==> config.mk <==
export PLATFORM = sky130hd
export DESIGN_NAME = fan_duty_hysteresis_kickstart
export DESIGN_NICKNAME = d
export VERILOG_FILES = /design/src/rtl/core/fdhk_pkg.sv /design/src/rtl/core/fdhk_cfg.sv /design/src/rtl/core/fdhk_step.sv /design/src/rtl/core/fan_duty_hysteresis_kickstart.sv
export VERILOG_INCLUDE_DIRS = /design/src /design/src/rtl/core
export SDC_FILE = /design/constraint.sdc
export NUM_CORES = 1
export LEC_CHECK = 0
export ABC_AREA = 1
export BUFFER_PORTS_ARGS = -buffer_cell sky130_fd_sc_hd__buf_2
export CAP_MARGIN = 20
export CORE_ASPECT_RATIO = 0.75
export CORE_MARGIN = 3
export CORE_UTILIZATION = 65
export CTS_CLUSTER_SIZE = 30
export DETAILED_ROUTE_END_ITERATION = 8
export GPL_TIMING_DRIVEN = 0
export PLACE_DENSITY_LB_ADDON = 0.25
export SLEW_MARGIN = 20
export SYNTH_ARGS = -nofsm -noshare
export SYNTH_HDL_FRONTEND = slang
export SYNTH_SLANG_ARGS = --single-unit
==> constraint.sdc <==
create_clock -name clk -period 15.2 [get_ports clk]
set_clock_uncertainty 0.05 [all_clocks]
set_input_delay 3.04 -clock clk [delete_from_list [all_inputs] [get_ports clk]]
set_output_delay 3.04 -clock clk [all_outputs]
set_load 0.01 [all_outputs]
==> src/rtl/core/fan_duty_hysteresis_kickstart_macros.svh <==
// Assertion macros for the fan duty controller.
`ifndef FAN_DUTY_HYSTERESIS_KICKSTART_MACROS_SVH
`define FAN_DUTY_HYSTERESIS_KICKSTART_MACROS_SVH

// Same-cycle implication, disabled during reset.
`define FDHK_ASSERT_NOW(label, clk, rst_n, ante, cons) \
	label: assert property (@(posedge clk) disable iff (!(rst_n)) (ante) |-> (cons)) \
		else $error("fdhk assertion failed");

// Next-cycle implication, disabled during reset.
`define FDHK_ASSERT_NEXT(label, clk, rst_n, ante, cons) \
	label: assert property (@(posedge clk) disable iff (!(rst_n)) (ante) |=> (cons)) \
		else $error("fdhk assertion failed");

`endif

==> src/rtl/core/fdhk_pkg.sv <==
// Package: types, constants and helpers for the fan duty controller.
package fdhk_pkg;

	localparam int TEMP_W = 12;
	localparam int DUTY_W = 7;
	localparam int CODE_W = 16;
	localparam int TIME_W = 32;
	localparam int KICK_W = 16;
	localparam int CMP_OUT_W = 10;
	localparam int CFG_IDX_W = 3;
	localparam int CFG_DATA_W = 16;

	localparam int DUTY_SCALE_DEFAULT = 10;

	localparam logic [CODE_W-1:0] STOP_CODE_EMERGENCY = 16'd401;
	localparam logic [DUTY_W-1:0] FULL_DUTY = 7'd100;
	localparam logic [DUTY_W:0] NO_DUTY_APPLIED = 8'd255;
	localparam int COMPARE_MAX = 1023;

	// Register indexes
	localparam logic [CFG_IDX_W-1:0] REG_LATCH_SET = 3'd0;
	localparam logic [CFG_IDX_W-1:0] REG_LATCH_CLEAR = 3'd1;
	localparam logic [CFG_IDX_W-1:0] REG_BAND_LOW = 3'd2;
	localparam logic [CFG_IDX_W-1:0] REG_BAND_MID = 3'd3;
	localparam logic [CFG_IDX_W-1:0] REG_BAND_HIGH = 3'd4;
	localparam logic [CFG_IDX_W-1:0] REG_LOW_DUTY = 3'd5;
	localparam logic [CFG_IDX_W-1:0] REG_MID_DUTY = 3'd6;
	localparam logic [CFG_IDX_W-1:0] REG_KICK_DUR = 3'd7;

	typedef struct packed {
		logic signed [TEMP_W-1:0] latch_set_level;
		logic signed [TEMP_W-1:0] latch_clear_level;
		logic signed [TEMP_W-1:0] band_low_level;
		logic signed [TEMP_W-1:0] band_mid_level;
		logic signed [TEMP_W-1:0] band_high_level;
		logic [DUTY_W-1:0] low_duty;
		logic [DUTY_W-1:0] mid_duty;
		logic [KICK_W-1:0] kick_duration_ms;
	} fdhk_cfg_t;

	typedef struct packed {
		logic hot_latch;
		logic [DUTY_W-1:0] last_target_duty;
		logic [DUTY_W:0] last_applied_duty;
		logic [TIME_W-1:0] kick_deadline;
	} fdhk_state_t;

	typedef struct packed {
		logic [CMP_OUT_W-1:0] compare_value;
		logic compare_write;
		logic [DUTY_W-1:0] applied_duty;
		logic hot_latched;
	} fdhk_result_t;

	function automatic logic [DUTY_W-1:0] sat_duty(input logic [DUTY_W-1:0] d);
		return (d > FULL_DUTY) ? FULL_DUTY : d;
	endfunction

endpackage

==> src/rtl/core/fdhk_cfg.sv <==
// Configuration register file of the fan duty controller.
module fdhk_cfg (
	input  logic                               clk,
	input  logic                               arst_n,
	input  logic                               wr_en,
	input  logic [fdhk_pkg::CFG_IDX_W-1:0]     wr_index,
	input  logic [fdhk_pkg::CFG_DATA_W-1:0]    wr_data,
	output fdhk_pkg::fdhk_cfg_t                cfg
);
	import fdhk_pkg::*;

	fdhk_cfg_t cfg_q;

	always_ff @(posedge clk or negedge arst_n) begin
		if (!arst_n) begin
			cfg_q.latch_set_level <= 12'sd310;
			cfg_q.latch_clear_level <= 12'sd280;
			cfg_q.band_low_level <= 12'sd260;
			cfg_q.band_mid_level <= 12'sd280;
			cfg_q.band_high_level <= 12'sd300;
			cfg_q.low_duty <= 7'd30;
			cfg_q.mid_duty <= 7'd60;
			cfg_q.kick_duration_ms <= 16'd400;
		end else if (wr_en) begin
			unique case (wr_index)
				REG_LATCH_SET: cfg_q.latch_set_level <= wr_data[TEMP_W-1:0];
				REG_LATCH_CLEAR: cfg_q.latch_clear_level <= wr_data[TEMP_W-1:0];
				REG_BAND_LOW: cfg_q.band_low_level <= wr_data[TEMP_W-1:0];
				REG_BAND_MID: cfg_q.band_mid_level <= wr_data[TEMP_W-1:0];
				REG_BAND_HIGH: cfg_q.band_high_level <= wr_data[TEMP_W-1:0];
				REG_LOW_DUTY: cfg_q.low_duty <= wr_data[DUTY_W-1:0];
				REG_MID_DUTY: cfg_q.mid_duty <= wr_data[DUTY_W-1:0];
				REG_KICK_DUR: cfg_q.kick_duration_ms <= wr_data[KICK_W-1:0];
				default: ;
			endcase
		end
	end

	assign cfg = cfg_q;

endmodule

==> src/rtl/core/fdhk_step.sv <==
// Per-tick update logic: latch, band table, kickstart, compare scaling and emergency stop.
module fdhk_step #(
	parameter int DUTY_SCALE = fdhk_pkg::DUTY_SCALE_DEFAULT
) (
	input  fdhk_pkg::fdhk_cfg_t                cfg,
	input  fdhk_pkg::fdhk_state_t              state,
	input  logic signed [fdhk_pkg::TEMP_W-1:0] temp,
	input  logic [fdhk_pkg::CODE_W-1:0]        code,
	input  logic [fdhk_pkg::TIME_W-1:0]        now,
	output fdhk_pkg::fdhk_state_t              state_next,
	output fdhk_pkg::fdhk_result_t             result
);
	import fdhk_pkg::*;

	localparam int PROD_W = $clog2(100 * DUTY_SCALE + 1);
	localparam int CW = (PROD_W > CMP_OUT_W) ? PROD_W : CMP_OUT_W;

	logic               hot;
	logic [DUTY_W-1:0]  target;
	logic [DUTY_W-1:0]  apply;
	logic [TIME_W-1:0]  deadline;
	logic [TIME_W-1:0]  deadline_out;
	logic [CW-1:0]      cmp_full;
	logic [CMP_OUT_W-1:0] cmp_sat;

	always_comb begin
		priority if (temp >= cfg.latch_set_level) hot = 1'b1;
		else if (temp <= cfg.latch_clear_level) hot = 1'b0;
		else hot = state.hot_latch;

		priority if (hot) target = FULL_DUTY;
		else if (temp < cfg.band_low_level) target = '0;
		else if (temp < cfg.band_mid_level) target = sat_duty(cfg.low_duty);
		else if (temp < cfg.band_high_level) target = sat_duty(cfg.mid_duty);
		else target = FULL_DUTY;

		// kick starts only when leaving a zero target with no kick pending
		if (state.last_target_duty == '0 && state.kick_deadline == '0)
			deadline = now + TIME_W'(cfg.kick_duration_ms);
		else
			deadline = state.kick_deadline;

		if (target == '0) begin
			deadline_out = '0;
			apply = '0;
		end else if (deadline != '0 && now < deadline) begin
			deadline_out = deadline;
			apply = FULL_DUTY;
		end else begin
			deadline_out = '0;
			apply = target;
		end
	end

	assign cmp_full = CW'(apply) * CW'(DUTY_SCALE);
	assign cmp_sat = (cmp_full > CW'(COMPARE_MAX)) ? CMP_OUT_W'(COMPARE_MAX)
		: cmp_full[CMP_OUT_W-1:0];

	always_comb begin
		if (code == STOP_CODE_EMERGENCY) begin
			state_next.hot_latch = state.hot_latch;
			state_next.last_target_duty = '0;
			state_next.last_applied_duty = '0;
			state_next.kick_deadline = '0;
			result.compare_value = '0;
			result.compare_write = 1'b1;
			result.applied_duty = '0;
			result.hot_latched = state.hot_latch;
		end else begin
			state_next.hot_latch = hot;
			state_next.last_target_duty = target;
			state_next.last_applied_duty = {1'b0, apply};
			state_next.kick_deadline = deadline_out;
			result.compare_value = cmp_sat;
			result.compare_write = ({1'b0, apply} != state.last_applied_duty);
			result.applied_duty = apply;
			result.hot_latched = hot;
		end
	end

endmodule

==> src/rtl/core/fan_duty_hysteresis_kickstart.sv <==
// Top level of the fan duty controller: input stage, state, result register.
// Accepts one update tick per clock cycle while the result side is not
// stalled and returns exactly one result per tick, through the input and then
// result registers. The tick is held in an input register; the latch, band
// table, kickstart and compare scaling are evaluated combinationally against
// the controller state, which is updated at the same edge the result register
// loads, so the next tick sees it at once. The result register lets a new tick
// be taken while a finished result waits. Configuration registers take effect
// on the next tick and must be written only when the block is idle.
module fan_duty_hysteresis_kickstart #(
	parameter int DUTY_SCALE = fdhk_pkg::DUTY_SCALE_DEFAULT
) (
	input  logic                               clk,
	input  logic                               arst_n,
	input  logic                               wr_en,
	input  logic [fdhk_pkg::CFG_IDX_W-1:0]     wr_index,
	input  logic [fdhk_pkg::CFG_DATA_W-1:0]    wr_data,
	input  logic                               item_valid,
	output logic                               item_ready,
	input  logic signed [fdhk_pkg::TEMP_W-1:0] temperature_tenths,
	input  logic [fdhk_pkg::CODE_W-1:0]        stop_code,
	input  logic [fdhk_pkg::TIME_W-1:0]        time_ms,
	output logic                               result_valid,
	input  logic                               result_ready,
	output logic [fdhk_pkg::CMP_OUT_W-1:0]     compare_value,
	output logic                               compare_write,
	output logic [fdhk_pkg::DUTY_W-1:0]        applied_duty,
	output logic                               hot_latched
);
	import fdhk_pkg::*;

`include "fan_duty_hysteresis_kickstart_macros.svh"

	fdhk_cfg_t    cfg;
	fdhk_state_t  state_q;
	fdhk_state_t  state_next;
	fdhk_result_t res_next;
	fdhk_result_t res_q;

	logic                     valid_s1;
	logic signed [TEMP_W-1:0] temp_s1;
	logic [CODE_W-1:0]        code_s1;
	logic [TIME_W-1:0]        time_s1;
	logic                     out_valid_q;
	logic                     advance;

	fdhk_cfg u_cfg (
		.clk      (clk),
		.arst_n   (arst_n),
		.wr_en    (wr_en),
		.wr_index (wr_index),
		.wr_data  (wr_data),
		.cfg      (cfg)
	);

	fdhk_step #(
		.DUTY_SCALE (DUTY_SCALE)
	) u_step (
		.cfg        (cfg),
		.state      (state_q),
		.temp       (temp_s1),
		.code       (code_s1),
		.now        (time_s1),
		.state_next (state_next),
		.result     (res_next)
	);

	assign advance = valid_s1 && (!out_valid_q || result_ready);
	assign item_ready = !valid_s1 || advance;

	always_ff @(posedge clk or negedge arst_n) begin
		if (!arst_n) begin
			valid_s1 <= 1'b0;
		end else if (item_ready) begin
			valid_s1 <= item_valid;
		end
	end

	always_ff @(posedge clk) begin
		if (item_valid && item_ready) begin
			temp_s1 <= temperature_tenths;
			code_s1 <= stop_code;
			time_s1 <= time_ms;
		end
	end

	always_ff @(posedge clk or negedge arst_n) begin
		if (!arst_n) begin
			state_q.hot_latch <= 1'b0;
			state_q.last_target_duty <= '0;
			state_q.last_applied_duty <= NO_DUTY_APPLIED;
			state_q.kick_deadline <= '0;
			out_valid_q <= 1'b0;
		end else begin
			if (advance) begin
				state_q <= state_next;
				out_valid_q <= 1'b1;
			end else if (result_ready) begin
				out_valid_q <= 1'b0;
			end
		end
	end

	always_ff @(posedge clk) begin
		if (advance) begin
			res_q <= res_next;
		end
	end

	assign result_valid = out_valid_q;
	assign compare_value = res_q.compare_value;
	assign compare_write = res_q.compare_write;
	assign applied_duty = res_q.applied_duty;
	assign hot_latched = res_q.hot_latched;

	`FDHK_ASSERT_NEXT(a_accept_fills_s1, clk, arst_n, item_valid && item_ready, valid_s1)
	`FDHK_ASSERT_NOW(a_kick_needs_target, clk, arst_n, state_q.kick_deadline != '0,
		state_q.last_target_duty != '0)
	`FDHK_ASSERT_NOW(a_zero_duty_zero_cmp, clk, arst_n,
		out_valid_q && res_q.applied_duty == '0, res_q.compare_value == '0)
	`FDHK_ASSERT_NEXT(a_advance_loads_out, clk, arst_n, advance, out_valid_q)

endmodule
==> flow_summary_export.csv, run 1 <==
group,metric,value,unit
routing,route.detailed.drc,0,
worst_setup_path,cp_endpoint_kind,"primary output",
floorplanning,dieArea,0.0215,mm^2
run,drv.max_cap_violation_count,0,
power_and_ir_drop,switching_share,0.432,
synth,dominant_cell_type_by_area_after_synthesis,"dfrtp_1",
synth,synth.yosys.seq_area_share,0.453,
clock_tree,tritoncts,"yes",
placed_design,detailedPlace.worstSlack,8650,ps
final_layout,nets,1899,
worst_setup_path,worst-endpoint-arrival,3460,ps
final_layout,synthesis_to_finish_area_growth,12.8,%
final_layout,ant_diodes,0,
clock_tree,cts-root-to-sink-buffers,3,
final_layout,final_cell_area,0.0145,mm^2
synth,postSynthNetCount,1769,
clock_tree,cts_root_buffer,"clkbuf_16",
global_route,global_route_wire_length_before_repair,53.2,mm
global_route,first_global_vias,10800,
routing,wl,32.4,mm
routing,wl_per_cell,16.5,um
clock_tree,h_tree_level_count,1,
synth,synth_most_common_cell,"nand2_1",
synth,synth.top_cells.by_area,"dfrtp_1, edfxtp_1, nand2_1",
power_and_ir_drop,p_int,1.61,mW
final_layout,seq_area,0.00583,mm^2
timing,worst_pin_slew,1120,ps
synth,synth.cell_area,0.0129,mm^2
global_route,groute.usage.overall,0.306,
worst_setup_path,cp.required,12110,ps
worst_setup_path,timing.setup.critical_path_class,"in2out",
timing,grt_setup_unrepaired,"false",
clock_tree,cts_setup_buffers,0,
synth,area_share_of_the_largest_cell_type_after_synthesis,0.202,
final_layout,filler_free_cell_count_of_the_finished_design,1964,
floorplanning,starting_density_of_the_core,0.680,
clock_tree,clock_sinks,216,
worst_hold_path,hold_path_class,"reg2reg",
synth,synth_flop_cell,"dfrtp_1",
power_and_ir_drop,leakage,7.22,nW
power_and_ir_drop,power_frac_clock,0.201,
power_and_ir_drop,power.total,2.84,mW
routing,detailroute.via_count,11100,
routing,route.detailed.vias_per_inst,5.67,
floorplanning,ios,105,
timing,totalNegativeSetupSlack,0,ps
power_and_ir_drop,power_switching,1.22,mW
synth,synthCells,1570,
timing,timing.hold.ws,432,ps
synth,avgSynthCellArea,8.20,um^2
synth,synth-edff-count,76,
final_layout,n_fill_cell,1428,
clock_tree,clkTransAtPathRegs,60,ps
worst_setup_path,critical_path.max_fanout,3,
placed_design,hpwlAfterDp,24.3,mm
timing,achievable_freq,153,MHz
routing,number_of_optimization_iterations_in_the_first_detailed_route_pass,6,
placed_design,place_congestion,0.984,
synth,yosys.cell_types.count,54,
placed_design,dpl_cell_area,0.0138,mm^2
timing,layout_worst_path_cycle_share,0.431,
floorplanning,floorplan.die.height,128,um
synth,synth_top_cells_by_count,"nand2_1, inv_1, nor2_1",
timing,finalWorstPathRequiredPeriod,6550,ps
synth,synthesis.yosys.warnings,0,
synth,ys_async_sr_fraction,0.648,
final_layout,multi_input_comb_area,0.00590,mm^2
power_and_ir_drop,power_density,195,mW/mm^2
run_status,run_status,"complete, no violations",
routing,antenna_violating_nets_remaining,0,
floorplanning,core-area,0.0189,mm^2
clock_tree,worstSkewPairLatency,520,ps
routing,drt-initial-drc-count,1223,
power_and_ir_drop,seqPwrFrac,0.295,
clock_tree,ctsHoldBuffers,0,
clock_tree,cts.repair.resized,0,
worst_setup_path,startpoint_type,"input pin",
placed_design,place.port_buffers,103,
power_and_ir_drop,comb_power_share,0.504,
floorplanning,fp.dieW,169,um
power_and_ir_drop,peakVddDrop,0.121,mV
global_route,gr-total-overflow,0,
final_layout,layout-drive-gt1-share,0.150,
final_layout,fin_util,0.767,
timing,maxSlewViolCount,0,
global_route,initial_antenna_violation_count,0,
placed_design,dp.cells,1922,
timing,finalHoldViolCount,0,
clock_tree,cts_buffers,23,
timing,setup_viol_count_final,0,
synth,ys_seq_elements,216,
timing,max-slew-margin-rel,0.248,
floorplanning,floorplan.rows,43,
timing,setup_ws,8650,ps
global_route,maximum_number_of_pins_on_one_net_before_global_route_repair,82,
-- cells in the final DEF (no fill, tap or decap), types with 6 or more instances in the layout --
cell type and instances:
buf_2 107, clkbuf_1 24, o21ai_1 11, o21ai_0 105
nand2_1 404, nand3_2 6, inv_1 238, ha_1 113
nand2_2 14, inv_2 11, clkbuf_16 23, dfstp_2 36
dfrtp_1 104, o21ai_2 9, nor2_1 131, nor3_1 11
xnor2_1 7, o22ai_1 26, nand3_1 88, edfxtp_1 76
nand4_1 12, a21oi_1 73
-- worst max-delay path, cell delays in order --
cell	delay, ps
buf_2	90
inv_1	60
nand3_1	100
buf_2	160
-- cells by family (layout without fill, tap and decap cells) --
group,after synthesis,count (layout),share of synthesized area
xor+xnor,11,11,0.00748
fa+ha+maj,115,115,0.113
flops,216,216,0.453
other cells,1,1,0.000291
mux,4,4,0.00350
compound gates,245,245,0.106
buf+inv,286,433,0.0887
simple gates,692,692,0.229
-- flip-flops by register name, indices dropped and copies added (netlist names), 7 cells and up --
name           count
applied_duty       7
code_s1           16
compare_value      7
state_q           48
temp_s1           12
time_s1           32
u_cfg.cfg         90
-- final timing paths --
check,start,to,slack [ps],cells past startpoint
max,result_ready,item_ready,8650,4
min,state_q[39],state_q[39],430,2
max reg2reg,time_s1[0],compare_value[9],9210,38
min reg2reg,state_q[39],state_q[39],430,2
max in group asynchronous,arst_n,state_q[33],11910,2
min in group asynchronous,arst_n,u_cfg.cfg[44],2410,1
-- final cells by class --
cell class,count,share of cell area
buffer,35,0.0137
clock buffer,32,0.0443
clock inverter,10,0.00818
inverter,251,0.0652
multi-input combinational,1068,0.406
sequential,216,0.401
tap,247,0.0213
timing repair buffer,105,0.0395
-- per-layer routing --
layer | share of wire | track usage | wire length, um | up-vias
met5 | 0 | 0 | 0 | -
met4 | 0.021 | 0.0673 | 670 | 0
met2 | 0.43 | 0.464 | 13900 | 444
met3 | 0.10 | 0.0715 | 3350 | 53
met1 | 0.45 | 0.454 | 14500 | 5270
li1 | - | - | - | 5376
-- power by group through the flow --
stage	sequential, mW	combinational, mW	clock (mW)
finish	0.837	1.43	0.569
global route	0.849	1.63	0.598
CTS	0.834	1.41	0.576
detailed placement	0.842	1.39	0
global placement	0.840	1.34	0
floorplan	0.832	1.05	0
Note: power is estimated with default switching activity, not from simulation.
==> inputs of run 2 (changes only) <==
--- a/config.mk
+++ b/config.mk
@@ -11,7 +11,7 @@
 export CAP_MARGIN = 20
 export CORE_ASPECT_RATIO = 0.75
 export CORE_MARGIN = 3
-export CORE_UTILIZATION = 65
+export CORE_UTILIZATION = 61
 export CTS_CLUSTER_SIZE = 30
 export DETAILED_ROUTE_END_ITERATION = 8
 export GPL_TIMING_DRIVEN = 0
==> constraint.sdc (replaced) <==
create_clock -name clk -period 6.22 [get_ports clk]
set_clock_uncertainty 0.05 [all_clocks]
set_input_delay 1.244 -clock clk [delete_from_list [all_inputs] [get_ports clk]]
set_output_delay 1.244 -clock clk [all_outputs]
set_load 0.01 [all_outputs]
==> run 2 against run 1 <==
  * Non-clock buffer count unchanged
  * Setup slack worse by 8200 ps
  * Sequential cell count did not move
  * Worst hold slack worse by 24 ps
  * Critical path depth increased by 34
  * Wire length shrank 0.27%
  * Sequential power rose by 140%
==> flow_summary_export.csv, run 2 (synthesis gave the netlist of run 1 again) <==
group,metric,value,unit
run_status,run_status,"complete, no violations",
routing,wl_per_cell,16.2,um
worst_setup_path,timing.setup.critical_path_class,"reg2reg",
placed_design,hpwlAfterDp,24.2,mm
clock_tree,cts_setup_buffers,0,
routing,antenna_violating_nets_remaining,0,
floorplanning,ios,105,
routing,drt-initial-drc-count,962,
worst_setup_path,cpPeakStageDelay,410,ps
floorplanning,dieArea,0.0229,mm^2
run,drv.max_cap_violation_count,0,
floorplanning,core-area,0.0205,mm^2
timing,maxSlewViolCount,0,
clock_tree,cts_root_buffer,"clkbuf_16",
worst_setup_path,cp_endpoint_kind,"flip-flop",
power_and_ir_drop,power_density,472,mW/mm^2
placed_design,place.port_buffers,103,
global_route,groute.usage.overall,0.279,
power_and_ir_drop,peakVddDrop,0.284,mV
final_layout,nets,1898,
floorplanning,fp.dieW,174,um
global_route,first_global_vias,10300,
global_route,global_route_wire_length_before_repair,51.9,mm
worst_setup_path,critical_path.max_fanout,10,
routing,detailroute.via_count,11000,
timing,totalNegativeSetupSlack,0,ps
clock_tree,clock_sinks,216,
floorplanning,floorplan.rows,45,
timing,max-slew-margin-rel,0.497,
clock_tree,worstSkewPairLatency,510,ps
global_route,gr-total-overflow,0,
worst_hold_path,hold_path_depth,2,
placed_design,place_congestion,0.960,
worst_setup_path,flop_to_flop_setup_slack,500,ps
final_layout,mostFrequentLayoutCells,"nand2_1, inv_1, nor2_1",
clock_tree,h_tree_level_count,1,
global_route,global_route.peak_usage_layer,"met1",
final_layout,synthesis_to_finish_area_growth,13.1,%
worst_setup_path,crit_slowest_cell,"fa_1",
clock_tree,tritoncts,"yes",
final_layout,largest_register_ffs,90,
timing,achievable_freq,175,MHz
timing,setup_viol_count_final,0,
final_layout,ant_diodes,0,
worst_setup_path,cp.required,6430,ps
final_layout,final_cell_area,0.0146,mm^2
worst_hold_path,hold_path_class,"reg2reg",
floorplanning,starting_density_of_the_core,0.628,
routing,route.detailed.drc,0,
clock_tree,cts_buffers,22,
final_layout,layout-drive-gt1-share,0.152,
worst_setup_path,worst-endpoint-arrival,5930,ps
global_route,grt_use_met1,0.421,
floorplanning,floorplan.die.height,132,um
routing,route.detailed.vias_per_inst,5.50,
worst_setup_path,worst_r2r_startpoint,"time_s1[0]",
worst_hold_path,timing.hold.worst_endpoint,"state_q[39]",
timing,finalWorstPathRequiredPeriod,5720,ps
timing,finalHoldViolCount,0,
global_route,maximum_number_of_pins_on_one_net_before_global_route_repair,98,
power_and_ir_drop,leakage,7.22,nW
timing,worst_pin_slew,754,ps
final_layout,final_common_cell,"nand2_1",
timing,layout_worst_path_cycle_share,0.920,
worst_setup_path,crit-reg2reg-capture,"compare_value[9]",
worst_setup_path,worst_r2r_path_depth,38,
routing,wl,32.3,mm
worst_hold_path,worst_hold_startpoint,"state_q[39]",
global_route,initial_antenna_violation_count,0,
routing,number_of_optimization_iterations_in_the_first_detailed_route_pass,7,
worst_setup_path,path_common_cell,"inv_1",
global_route,grt.met3_usage,0.0674,
timing,grt_setup_unrepaired,"false",
clock_tree,cts-root-to-sink-buffers,3,
clock_tree,clkTransAtPathRegs,60,ps
placed_design,dpl_cell_area,0.0138,mm^2
worst_setup_path,startpoint_type,"flip-flop",
global_route,gr-usage-met2,0.410,
==> run 2: cell count changes in the layout (fill, tap and decap cells not counted), sizes merged <==
cell and delta:
clkbuf -4, clkinv +3, inv -2, clkinvlp +1
==> run 2: per-stage QoR <==
stage | power, mW | utilization | worst slack, ps | std cells | hold slack (ps)
after global routing | 7.42 | 0.711 | 5.81 | 1997 | 438
after floorplan | 4.59 | - | 1400 | 1570 | 387
after global placement | 5.33 | 0.671 | 524 | 1955 | 398
after CTS | 6.84 | 0.710 | 405 | 1997 | 412
final | 6.87 | 0.711 | 499 | 1997 | 408
after detailed placement | 5.46 | 0.674 | 462 | 1957 | 402
==> run 2: worst max path at each step <==
stage / startpoint / endpoint / slack [ps] / cells past startpoint
detailed placement: time_s1[0] / compare_value[9] / 460 / 38
global placement: time_s1[0] / compare_value[9] / 520 / 38
global route: time_s1[0] / compare_value[9] / 6 / 38
floorplan: u_cfg.cfg[0] / compare_value[9] / 1400 / 38
finish: time_s1[0] / compare_value[9] / 500 / 38
CTS: time_s1[0] / compare_value[9] / 410 / 38
==> run 2: worst max-delay path: cells and delay by family, from the launching register on <==
family / cells / cell delay (ps)
compound gates: 5 / 610
fa+ha+maj: 5 / 1570
buf+inv: 9 / 790
flops: 1 / 400
simple gates: 19 / 2050
==> run 2: final cells by class <==
type,count,area [um^2]
fillers,1664,5930
multi-input cells,1068,5910
flip-flops and latches,216,5830
inverters,251,947
clock buffers,28,628
repair buffers,105,581
well taps,282,353
plain buffers,35,199
clock inverters,12,115
==> run 2: per-layer routing <==
metal  vias to the layer above  wire [um]  part of all wire
met1                      5130      15000              0.47
li1                       5376          -                 -
met2                       428      13400              0.42
met5                         -          0                 0
met4                         0        711             0.022
met3                        54       3120             0.097
==> run 2: repair_timing <==
action	in CTS	in global routing
setup endpoints to repair	0	1
resized for setup	0	1
endpoints found under the hold margin	0	0
hold buffers	0	0
==> run 2: report_power, final <==
group          total [mW]  switching (mW)  internal [mW]
combinational        3.47            2.21           1.27
sequential           2.05           0.193           1.86
clock                1.35           0.553          0.798
